[config.mk]
export PLATFORM = sky130hd
export DESIGN_NAME = cubic_bezier_x_intersect
export DESIGN_NICKNAME = d
export VERILOG_FILES = /design/src/rtl/cbx_pkg.sv /design/src/rtl/cbx_eval.sv /design/src/rtl/cubic_bezier_x_intersect.sv
export SDC_FILE = /design/constraint.sdc
export NUM_CORES = 2
export LEC_CHECK = 0
export BUFFER_PORTS_ARGS = -buffer_cell sky130_fd_sc_hd__buf_2
export CAP_MARGIN = 20
export CELL_PAD_IN_SITES_DETAIL_PLACEMENT = 0
export CELL_PAD_IN_SITES_GLOBAL_PLACEMENT = 2
export CORE_AREA = 2 2 280 559
export DETAILED_ROUTE_END_ITERATION = 7
export DIE_AREA = 0 0 282 561
export GPL_TIMING_DRIVEN = 0
export PLACE_DENSITY_LB_ADDON = 0.1
export RECOVER_POWER = 25
export SETUP_SLACK_MARGIN = 0.3
export SLEW_MARGIN = 5
export SYNTH_ARGS = -nofsm -noshare
export SYNTH_HDL_FRONTEND = slang
export SYNTH_HIERARCHICAL = 1
export SYNTH_SLANG_ARGS = --single-unit
[constraint.sdc]
create_clock -name clk -period 23.2 [get_ports clk]
set_input_delay 4.64 -clock clk [delete_from_list [all_inputs] [get_ports clk]]
set_output_delay 4.64 -clock clk [all_outputs]
set_load 0.02 [all_outputs]
[src/rtl/cbx_pkg.sv]
package cbx_pkg;

  localparam int COORD_W = 32;
  localparam int FRAC_W  = 24;
  localparam int U_W     = FRAC_W + 1;
  localparam int W_W     = FRAC_W + 2;
  localparam int PROD_W  = COORD_W + W_W;
  localparam int RND_W   = PROD_W - FRAC_W;
  localparam int ACC_W   = COORD_W + 4;
  localparam int DIFF_W  = COORD_W + 2;
  localparam int NUM_REGS = 8;
  localparam int ADDR_W  = 5;
  localparam logic [U_W-1:0] U_ONE = U_W'(1) << FRAC_W;
  localparam logic signed [DIFF_W-1:0] MARGIN_LSB = DIFF_W'(66);

  typedef struct packed {
    logic           start;
    logic [U_W-1:0] u;
  } eval_req_t;

  typedef struct packed {
    logic                      done;
    logic signed [COORD_W-1:0] value;
  } eval_rsp_t;

endpackage

[src/rtl/cbx_eval.sv]
// Evaluates one coordinate of the curve at u on a single shared multiplier.
// Ten products in sequence: u*u, s*s, u2*u, s2*s, u*s2, u2*s and four terms.
module cbx_eval (
  input  logic                                   clk,
  input  logic                                   rst_n,
  input  cbx_pkg::eval_req_t                     req,
  input  logic [3:0][cbx_pkg::COORD_W-1:0]       coord,
  output cbx_pkg::eval_rsp_t                     rsp
);

  localparam logic [3:0] LAST_OP = 4'd9;
  localparam logic [3:0] FINISH  = 4'd11;
  localparam logic signed [cbx_pkg::ACC_W-1:0] ACC_MAX =
    {{(cbx_pkg::ACC_W-cbx_pkg::COORD_W+1){1'b0}}, {(cbx_pkg::COORD_W-1){1'b1}}};
  localparam logic signed [cbx_pkg::ACC_W-1:0] ACC_MIN = ~ACC_MAX;

  logic                         busy_r;
  logic [3:0]                   cnt_r;
  logic [cbx_pkg::U_W-1:0]      u_r, s_r, u2_r, s2_r;
  logic [3:0][cbx_pkg::W_W-1:0] w_r;
  logic [cbx_pkg::PROD_W-1:0]   prod_r;
  logic signed [cbx_pkg::ACC_W-1:0] acc_r;
  logic                         done_r;
  logic signed [cbx_pkg::COORD_W-1:0] value_r;

  logic [cbx_pkg::COORD_W-1:0]  opa;
  logic [cbx_pkg::W_W-1:0]      opb;
  logic [1:0]                   tidx, widx;
  logic [cbx_pkg::COORD_W-1:0]  cmag;
  logic [cbx_pkg::RND_W-1:0]    rnd;
  logic signed [cbx_pkg::ACC_W-1:0] term;
  logic [3:0]                   tsel, wsel;

  assign tsel = cnt_r - 4'd6;
  assign wsel = cnt_r - 4'd7;
  assign tidx = tsel[1:0];
  assign widx = wsel[1:0];
  assign cmag = coord[tidx][cbx_pkg::COORD_W-1] ? (~coord[tidx] + 1'b1) : coord[tidx];

  always_comb begin
    opa = '0;
    opb = '0;
    unique case (cnt_r)
      4'd0: begin opa = cbx_pkg::COORD_W'(u_r);  opb = cbx_pkg::W_W'(u_r); end
      4'd1: begin opa = cbx_pkg::COORD_W'(s_r);  opb = cbx_pkg::W_W'(s_r); end
      4'd2: begin opa = cbx_pkg::COORD_W'(u2_r); opb = cbx_pkg::W_W'(u_r); end
      4'd3: begin opa = cbx_pkg::COORD_W'(s2_r); opb = cbx_pkg::W_W'(s_r); end
      4'd4: begin opa = cbx_pkg::COORD_W'(u_r);  opb = cbx_pkg::W_W'(s2_r); end
      4'd5: begin opa = cbx_pkg::COORD_W'(u2_r); opb = cbx_pkg::W_W'(s_r); end
      4'd6, 4'd7, 4'd8, 4'd9: begin opa = cmag; opb = w_r[tidx]; end
      default: begin opa = '0; opb = '0; end
    endcase
  end

  // Round half up at the binary point of u.
  assign rnd = cbx_pkg::RND_W'((prod_r + (cbx_pkg::PROD_W'(1) << (cbx_pkg::FRAC_W - 1)))
                               >> cbx_pkg::FRAC_W);
  // Terms round by magnitude, so the sign goes back on afterward.
  assign term = coord[widx][cbx_pkg::COORD_W-1] ? -cbx_pkg::ACC_W'(rnd)
                                                : cbx_pkg::ACC_W'(rnd);

  always_ff @(posedge clk) begin
    if (!rst_n) begin
      busy_r <= 1'b0;
      cnt_r  <= '0;
      done_r <= 1'b0;
    end else begin
      done_r <= 1'b0;
      if (req.start) begin
        busy_r <= 1'b1;
        cnt_r  <= '0;
      end else if (busy_r) begin
        if (cnt_r == FINISH) begin
          busy_r <= 1'b0;
          done_r <= 1'b1;
        end else begin
          cnt_r <= cnt_r + 4'd1;
        end
      end
    end
  end

  always_ff @(posedge clk) begin
    if (req.start) begin
      u_r   <= req.u;
      s_r   <= cbx_pkg::U_ONE - req.u;
      acc_r <= '0;
    end else if (busy_r) begin
      if (cnt_r <= LAST_OP) begin
        prod_r <= cbx_pkg::PROD_W'(opa) * cbx_pkg::PROD_W'(opb);
      end
      unique case (cnt_r)
        4'd1: u2_r <= rnd[cbx_pkg::U_W-1:0];
        4'd2: s2_r <= rnd[cbx_pkg::U_W-1:0];
        4'd3: w_r[3] <= rnd[cbx_pkg::W_W-1:0];
        4'd4: w_r[0] <= rnd[cbx_pkg::W_W-1:0];
        4'd5: w_r[1] <= cbx_pkg::W_W'(rnd * 2'd3);
        4'd6: w_r[2] <= cbx_pkg::W_W'(rnd * 2'd3);
        4'd7, 4'd8, 4'd9, 4'd10: acc_r <= acc_r + term;
        default: begin end
      endcase
      if (cnt_r == FINISH) begin
        if (acc_r > ACC_MAX)
          value_r <= {1'b0, {(cbx_pkg::COORD_W-1){1'b1}}};
        else if (acc_r < ACC_MIN)
          value_r <= {1'b1, {(cbx_pkg::COORD_W-1){1'b0}}};
        else
          value_r <= acc_r[cbx_pkg::COORD_W-1:0];
      end
    end
  end

  assign rsp.done  = done_r;
  assign rsp.value = value_r;

endmodule

[src/rtl/cubic_bezier_x_intersect.sv]
// Finds where a cubic Bezier curve crosses the vertical line x = query and
// returns the curve's y there. The four control points are Q16.16 registers
// on the APB-style port (ctrl0_x at byte 0 through ctrl3_y at byte 28); they
// may be written only while no word is in flight. Each input word runs a
// bisection over u in [0,1] (Q1.24): one curve evaluation at u = 0, then one
// per halving until |x(mid) - query| < 66 LSBs, plus one more for y on a hit.
// Every evaluation runs on one shared 32x26 multiplier. x at the low end is
// carried from the previous halving rather than recomputed. A miss after
// MAX_TRIALS halvings reports found = 0, y = 0. The result register lets a
// new word be accepted while the last result waits.
module cubic_bezier_x_intersect #(
  parameter int MAX_TRIALS = 100
) (
  input  logic                              clk,
  input  logic                              rst_n,
  input  logic                              in_valid,
  output logic                              in_stall,
  input  logic signed [cbx_pkg::COORD_W-1:0] in_query_x,
  output logic                              out_valid,
  input  logic                              out_stall,
  output logic                              out_found,
  output logic signed [cbx_pkg::COORD_W-1:0] out_curve_y,
  input  logic                              psel,
  input  logic                              penable,
  input  logic                              pwrite,
  input  logic [cbx_pkg::ADDR_W-1:0]        paddr,
  input  logic [31:0]                       pwdata,
  output logic [31:0]                       prdata,
  output logic                              pready
);

  localparam int TW = $clog2(MAX_TRIALS + 1);

  typedef enum logic [4:0] {
    S_IDLE = 5'b00001,
    S_LO   = 5'b00010,
    S_MID  = 5'b00100,
    S_Y    = 5'b01000,
    S_DONE = 5'b10000
  } state_t;

  state_t state_r, state_nxt;

  logic [cbx_pkg::NUM_REGS-1:0][cbx_pkg::COORD_W-1:0] regs_r;
  logic [2:0] ridx;

  // Control point registers. Register i sits at byte address 4*i.
  assign ridx   = paddr[4:2];
  assign pready = 1'b1;
  assign prdata = regs_r[ridx];

  always_ff @(posedge clk) begin
    if (!rst_n) begin
      regs_r <= '0;
    end else if (psel && penable && pwrite) begin
      regs_r[ridx] <= pwdata;
    end
  end

  logic signed [cbx_pkg::COORD_W-1:0] q_r;
  logic [cbx_pkg::U_W-1:0] lo_r, hi_r, lo_nxt, hi_nxt, mid_r;
  logic [cbx_pkg::U_W:0]   sum_nxt;
  logic signed [cbx_pkg::DIFF_W-1:0] dlo_r, diff;
  logic [TW-1:0] trial_r;
  logic sel_r, sel_nxt;
  logic found_r;
  logic signed [cbx_pkg::COORD_W-1:0] y_r;
  logic out_valid_r;

  cbx_pkg::eval_req_t req;
  cbx_pkg::eval_rsp_t rsp;
  logic [3:0][cbx_pkg::COORD_W-1:0] coord;

  // The unit reads the x or y coordinate of each control point.
  always_comb begin
    for (int i = 0; i < 4; i++) begin
      coord[i] = regs_r[2 * i + int'(sel_r)];
    end
  end

  cbx_eval u_eval (
    .clk   (clk),
    .rst_n (rst_n),
    .req   (req),
    .coord (coord),
    .rsp   (rsp)
  );

  assign diff = cbx_pkg::DIFF_W'(rsp.value) - cbx_pkg::DIFF_W'(q_r);

  logic hit, keep_left, last_trial, out_free;

  assign hit        = (diff < cbx_pkg::MARGIN_LSB) && (diff > -cbx_pkg::MARGIN_LSB);
  // A zero on either side counts as a sign change and keeps the left half.
  assign keep_left  = ((dlo_r <= 0) && (diff >= 0)) || ((dlo_r >= 0) && (diff <= 0));
  assign last_trial = (trial_r == TW'(MAX_TRIALS - 1));
  assign out_free   = !out_valid_r || !out_stall;

  assign lo_nxt  = keep_left ? lo_r : mid_r;
  assign hi_nxt  = keep_left ? mid_r : hi_r;
  assign sum_nxt = {1'b0, lo_nxt} + {1'b0, hi_nxt};

  always_comb begin
    state_nxt = state_r;
    req.start = 1'b0;
    req.u     = '0;
    sel_nxt   = sel_r;
    unique case (state_r)
      S_IDLE: begin
        if (in_valid) begin
          req.start = 1'b1;
          req.u     = '0;
          sel_nxt   = 1'b0;
          state_nxt = S_LO;
        end
      end
      S_LO: begin
        if (rsp.done) begin
          req.start = 1'b1;
          req.u     = cbx_pkg::U_ONE >> 1;
          state_nxt = S_MID;
        end
      end
      S_MID: begin
        if (rsp.done) begin
          if (hit) begin
            req.start = 1'b1;
            req.u     = mid_r;
            sel_nxt   = 1'b1;
            state_nxt = S_Y;
          end else if (last_trial) begin
            state_nxt = S_DONE;
          end else begin
            req.start = 1'b1;
            req.u     = sum_nxt[cbx_pkg::U_W:1];
          end
        end
      end
      S_Y: begin
        if (rsp.done) state_nxt = S_DONE;
      end
      S_DONE: begin
        if (out_free) state_nxt = S_IDLE;
      end
      default: state_nxt = S_IDLE;
    endcase
  end

  always_ff @(posedge clk) begin
    if (!rst_n) begin
      state_r     <= S_IDLE;
      out_valid_r <= 1'b0;
      sel_r       <= 1'b0;
    end else begin
      state_r <= state_nxt;
      sel_r   <= sel_nxt;
      if ((state_r == S_DONE) && out_free) out_valid_r <= 1'b1;
      else if (!out_stall) out_valid_r <= 1'b0;
    end
  end

  always_ff @(posedge clk) begin
    unique case (state_r)
      S_IDLE: begin
        if (in_valid) begin
          q_r     <= in_query_x;
          lo_r    <= '0;
          hi_r    <= cbx_pkg::U_ONE;
          mid_r   <= cbx_pkg::U_ONE >> 1;
          trial_r <= '0;
          found_r <= 1'b0;
          y_r     <= '0;
        end
      end
      S_LO: begin
        if (rsp.done) dlo_r <= diff;
      end
      S_MID: begin
        if (rsp.done) begin
          if (hit) begin
            found_r <= 1'b1;
          end else begin
            lo_r    <= lo_nxt;
            hi_r    <= hi_nxt;
            mid_r   <= sum_nxt[cbx_pkg::U_W:1];
            trial_r <= trial_r + 1'b1;
            if (!keep_left) dlo_r <= diff;
          end
        end
      end
      S_Y: begin
        if (rsp.done) y_r <= rsp.value;
      end
      S_DONE: begin
        if (out_free) begin
          out_found   <= found_r;
          out_curve_y <= y_r;
        end
      end
      default: begin end
    endcase
  end

  assign in_stall  = (state_r != S_IDLE);
  assign out_valid = out_valid_r;

endmodule

* After elaboration in Yosys (flattened, before gate mapping)
Cells that the tools add are included.
** Operators by class
- $add $sub $neg :: 14
- Multiply operators :: 2
- $lt $le $gt $ge :: 17
- Equality and inequality tests :: 28
- Multiplexer cells :: 77
- Bitwise logic cells :: 5
- Reduce and logical (&&, ||, !) cells :: 40
** Operators by type and width (number)
- two-way mux 32 bit :: 16
- binary-select mux 32 bit (select 3 bit) :: 4
- two-way mux 25 bit :: 11
- bitwise mux 256 bit :: 1
- one-hot mux 32 bit (5 select lines) :: 1
- two-way mux 26 bit :: 6
- one-hot mux 25 bit (2 select lines) :: 3
- two-way mux 34 bit :: 4
- binary-select mux 32 bit (select 2 bit) :: 2
- one-hot mux 26 bit (4 select lines) :: 1
- demux 32 bit (select 3 bit) :: 1
- one-hot mux 26 bit (3 select lines) :: 1
- one-hot mux 34 bit (2 select lines) :: 1
- one-hot mux 32 bit (2 select lines) :: 1
- adder 58 x 24 -> 58 bit (second input constant) :: 1
- multiplier 32 x 26 -> 58 bit :: 1
- binary-select mux 26 bit (select 2 bit) :: 1
- adder 36 bit :: 1
- greater-than comparator 36 x 32 -> 1 bit (second input constant) :: 1
- less-than comparator 36 x 32 -> 1 bit (second input constant) :: 1
- two-way mux 36 bit :: 1
- negator 34 -> 36 bit :: 1
- two-way mux 5 bit :: 7
- >= comparator 34 x 1 -> 1 bit (second input constant) :: 1
- 55 further kinds :: 114
** Word-level totals
- Register bits :: 813
- Input bits :: 76
- Output and inout port bits :: 68
- Word-level logic and storage cells :: 218

* Depth between registers and ports, before layout
- Word-level depth :: 12
- Mapped depth :: 43
- Gate-level depth less buffers :: 36

* Cells and area by module
The synthesis kept the hierarchy.
** By module, submodules not included
- cbx_eval :: times used 1, cells an instance 4606, area an instance 44228.7 um^2, seq. area each 8948.6 um^2
- cubic_bezier_x_intersect :: times used 1, cells an instance 2674, area an instance 24736.2 um^2, seq. area each 11661.2 um^2

* Worst setup path after synthesis
OpenSTA, ideal clock, no wires.
- Path kind :: register to register
- Start point :: register u_eval.cnt_r[0]
- End point :: register u_eval/prod_r[45] in the netlist's numbering (data pin)
- Library setup time :: 0.260 ns
- Data arrival time :: 10.555 ns
- Data required time :: 22.940 ns
- Slack :: 12.385 ns
- Stages on the path, launching flop included :: 39
- Path buffers :: 10
- Clock period less this slack :: 10.815 ns
- Path through :: dfxtp_1 -> buf_6 -> buf_6 -> buf_4 -> buf_2 -> buf_2 -> clkbuf_1 -> clkbuf_1 -> inv_1 -> ha_1 -> mux2i_1 -> nor2_1 -> clkbuf_1 -> clkbuf_1 -> a221oi_1 -> clkbuf_1 -> nor2_1 -> fa_1 -> [... 3 more ...] -> fa_1 -> inv_1 -> fa_1 -> fa_1 -> inv_1 -> fa_1 -> inv_1 -> ha_1 -> nand4_1 -> nor4_1 -> a41oi_1 -> o221ai_1 -> o2111ai_1 -> o31ai_2 -> a21oi_2 -> o21ai_1 -> a21oi_1 -> xnor2_1
** On the way
- Word-level cells in the longest chain between the ends :: 8
** Ends and longest elaborated chain
- from (decl) :: RTL line cbx_eval.sv:18 : logic [3:0] cnt_r;
- from (signal assigned) :: RTL line cbx_eval.sv:77 : cnt_r <= cnt_r + 4'd1;
- subtractor 2 bit :: RTL line cbx_eval.sv:34 : assign tsel = cnt_r - 4'd6;
- binary-select mux 32 bit (select 2 bit) :: RTL line cbx_eval.sv:38 : assign cmag = coord[tidx][cbx_pkg::COORD_W-1] ? (~coord[tidx] + 1'b1) : coord[tidx];
- two-way mux 32 bit (implied by the code) :: RTL line cbx_eval.sv:38
- inverter 32 bit :: RTL line cbx_eval.sv:38
- adder 32 x 1 -> 32 bit :: RTL line cbx_eval.sv:38
- two-way mux 32 bit :: RTL line cbx_eval.sv:38
- one-hot mux 32 bit (5 select lines) :: RTL line cbx_eval.sv:43 : unique case (cnt_r)
- multiplier 32 x 26 -> 58 bit (*) :: RTL line cbx_eval.sv:90 : prod_r <= cbx_pkg::PROD_W'(opa) * cbx_pkg::PROD_W'(opb);
- to (signal assigned) :: RTL line cbx_eval.sv:90
- to (decl) :: RTL line cbx_eval.sv:21 : logic [cbx_pkg::PROD_W-1:0] prod_r;
Every way passes the cells marked *; elsewhere a longest branch is shown, timed or not. The select of a mux whose other input is x is not followed.
A chain may end at the register's enable or synchronous reset.

* Worst setup path in the final report
- Start point :: register u_eval.cnt_r[1]
- End point :: register u_eval/prod_r[45] in the netlist's numbering (data pin)
Same word-level chain as after synthesis.

==> results.toml <==
[status]
status = "finished, violations left"
violations = "capacitance limit, slew limit"

[layout]
drive_gt1_frac = 0.0826
seq_area_sq_um = 20600
final_util = 0.491
nets = 8664
area_growth_pct = 9.51
layout.cell_area.non_filler_sq_um = 75500
n_fill_cell = 14600
multi_input_comb_area_sq_um = 43300

[yosys]
syn_avg_cell_area_sq_um = 9.47
ys_seq_elements = 788
netlist_area_sq_um = 69000
synthFlopType = "edfxtp_1"
async_flop_share = 0
synth-edff-count = 483
syn_nets = 8420
netlist_instances = 7280
ys_warn_count = 6
synth_cell_types = 106
synth_seq_area_share = 0.299

[setup_path]
crit_fanout = 10
crit_type = "reg2reg"
slowest_delay_ns = 1.00
cp_slowest_cell = "o31ai_2"
crit_end = "u_eval/prod_r[45]$_DFFE_PP_"
cp.required_ns = 23.57
critPathLaunch = "u_eval/cnt_r[1]$_SDFFE_PP0P_"
r2r_start = "u_eval/cnt_r[1]$_SDFFE_PP0P_"
worstReg2RegEnd = "u_eval/prod_r[45]$_DFFE_PP_"
cp-start-kind = "flip-flop"
r2r_setup_slack_ns = 6.79
crit_arrival_ns = 16.78
reg2reg_depth = 41
endpoint_kind = "flip-flop"

[clock_tree]
cts_tree = "built"
postCtsHoldBufs = 0
h-tree-depth = 3
clkTransAtPathRegs_ns = 0.07
post_cts_buffers = 0
cts-resized-gates = 0
cts_inserted_buffers = 80
insertion_delay_ns = 0.70
clock_sinks = 788
cts_buffer_depth = 3
cts-root-buf = "clkbuf_16"

[job]
drv_cap = 3

[die]
dieArea_sq_um = 158000
coreArea_sq_um = 154000
initial_core_util = 0.448
die_w_um = 282
ios = 144
chipHeight_um = 561
core.rowCount = 204

[global_route]
antenna_found_initial = 7
use_met2 = 0.558
grt_max_degree = 33
grt_pass1_vias = 56200
grt_pass1_wl_um = 391000
grtUsageTotal = 0.343
grt_overflow = 0
grt_util_met3 = 0.0596
use_met1 = 0.423
grt-busiest-layer = "met2"

[route]
vias_per_cell = 5.72
drt-total-wl_um = 270000
vias = 55200
first_iter_violations = 4520
wl_per_cell_um = 28.0
drc = 0
drtPass1Iterations = 8
final_antenna_net_count = 0

[sta]
worst_pin_slew_ns = 2.48
fmax_mhz = 60.9
finalHoldViolCount = 0
min_period_ns = 16.41
slew_viol_final = 51
rsz0062_at_grt = "false"
setup_viol = 0
finalSetupTns_ns = 0
fin_skew_ns = 0.0706
relSlewSlack = -0.676
min_period_over_period = 0.707

[placed_design]
placed_cell_area_sq_um = 72900
gp_congestion = 0.971
port-buffer-count = 105
dp_hpwl_um = 218000

[worst_hold_path]
hp-class = "reg2reg"
==> cell families (layout without fill, tap and decap cells) <==
kind of cell,after synthesis,in the layout,share of synthesized area
simple gates,2438,2438,0.156
buf+inv,1323,1630,0.0753
compound gates,1210,1210,0.126
fa+ha+maj,1064,1064,0.272
flops,788,788,0.299
xor+xnor,250,250,0.0319
mux,206,206,0.0413
other cells,1,6,0.0000544
==> cell usage after synthesis, types with 25 or more instances <==
master	instances	area, sq um
nand2b_1	49	307
nand2_1	1307	4910
fa_1	721	14400
ha_1	343	4290
a21oi_1	258	1290
mux2_2	138	1550
nor4_1	30	188
inv_1	913	3430
o21bai_1	26	195
o21a_1	63	473
xor2_1	81	709
o21ai_0	95	475
and2_1	123	769
xnor2_1	168	1470
buf_4	36	270
a22o_1	28	245
mux4_2	49	1100
buf_2	31	155
nor3_1	52	260
nor2b_1	29	181
a21o_1	83	623
a21boi_0	262	1970
o21ai_1	25	125
a22oi_1	141	1060
edfxtp_1	483	14500
clkbuf_1	325	1220
and3_1	35	219
dfxtp_1	305	6110
nand4_1	81	507
or3_1	31	194
nor2_1	530	1990
nand3_1	75	375
==> metrics by stage <==
step | setup slack [ns] | cells | hold slack [ns]
6_report | 6.79 | 9652 | 0.408
5_1_grt | 6.54 | 9649 | 0.428
4_1_cts | 6.95 | 9642 | 0.410
3_5_place_dp | 7.03 | 9497 | 0.405
3_3_place_gp | 5.21 | 9445 | 0.402
2_1_floorplan | 12.39 | 7280 | 0.400
==> worst max-delay path: cells and delay by family (launching register included) <==
| family | cells | cell delay, ns |
|---|---|---|
| fa+ha+maj | 9 | 4.38 |
| simple gates | 5 | 1.45 |
| compound gates | 9 | 3.39 |
| xor+xnor | 1 | 0.75 |
| flops | 1 | 0.40 |
| buf+inv | 17 | 5.66 |
==> placed cells by master, fill, tap and decap left out, types with 49 or more instances in the layout <==
master and instances:
a21boi_0 261, a21o_1 83, a21oi_1 260, a22oi_1 140
and2_1 106, buf_2 136, buf_4 55, clkbuf_1 350
clkbuf_16 80, dfxtp_1 305, edfxtp_1 483, fa_1 721
ha_1 343, inv_1 912, mux2_2 138, mux4_2 49
nand2_1 1307, nand2b_1 49, nand3_1 75, nand4_1 81
nor2_1 527, nor3_1 50, o21a_1 63, o21ai_0 101
xnor2_1 166, xor2_1 80
==> layer usage <==
layer  share of wire  up-vias  routed length [um]
li1                -    24600                   -
met1            0.39    27900              105000
met2            0.47     2149              127000
met3           0.069      577               18600
met4           0.074        8               19900
met5         0.00020        -                  53
==> worst min-delay path by stage <==
| stage | cells past startpoint | endpoint | start | slack, ns |
|---|---|---|---|---|
| 6_report | 0 | out_curve_y[20]$_DFFE_PP_ | y_r[20]$_SDFFCE_PN0P_ | 0.41 |
| 5_1_grt | 0 | out_curve_y[8]$_DFFE_PP_ | y_r[8]$_SDFFCE_PN0P_ | 0.43 |
| 4_1_cts | 0 | out_curve_y[20]$_DFFE_PP_ | y_r[20]$_SDFFCE_PN0P_ | 0.41 |
| 3_5_place_dp | 0 | out_curve_y[19]$_DFFE_PP_ | y_r[19]$_SDFFCE_PN0P_ | 0.40 |
| 3_3_place_gp | 0 | out_curve_y[27]$_DFFE_PP_ | y_r[27]$_SDFFCE_PN0P_ | 0.40 |
| 2_1_floorplan | 0 | out_curve_y[0]$_DFFE_PP_ | y_r[0]$_SDFFCE_PN0P_ | 0.40 |
==> sequential cells by signal, indices dropped and copies added, names as in the netlist, 32 cells and up <==
name,cells
regs_r,256
u_eval/w_r,104
u_eval/acc_r,36
u_eval/prod_r,35
dlo_r,33
out_curve_y,32
q_r,32
u_eval/value_r,32
y_r,32
==> final cells by class <==
class	count	area share
Timing Repair Buffer	162	0.0157
Inverter	915	0.0455
Buffer	408	0.0232
Antenna cell	5	0.000166
Clock inverter	38	0.00635
Clock buffer	107	0.0293
Multi-Input combinational cell	5169	0.573
Sequential cell	788	0.273
Tap cell	2060	0.0341
Power is left out: the tool's default activity adds up to more than one toggle a clock period on the data nets, which glitch-free logic cannot reach.
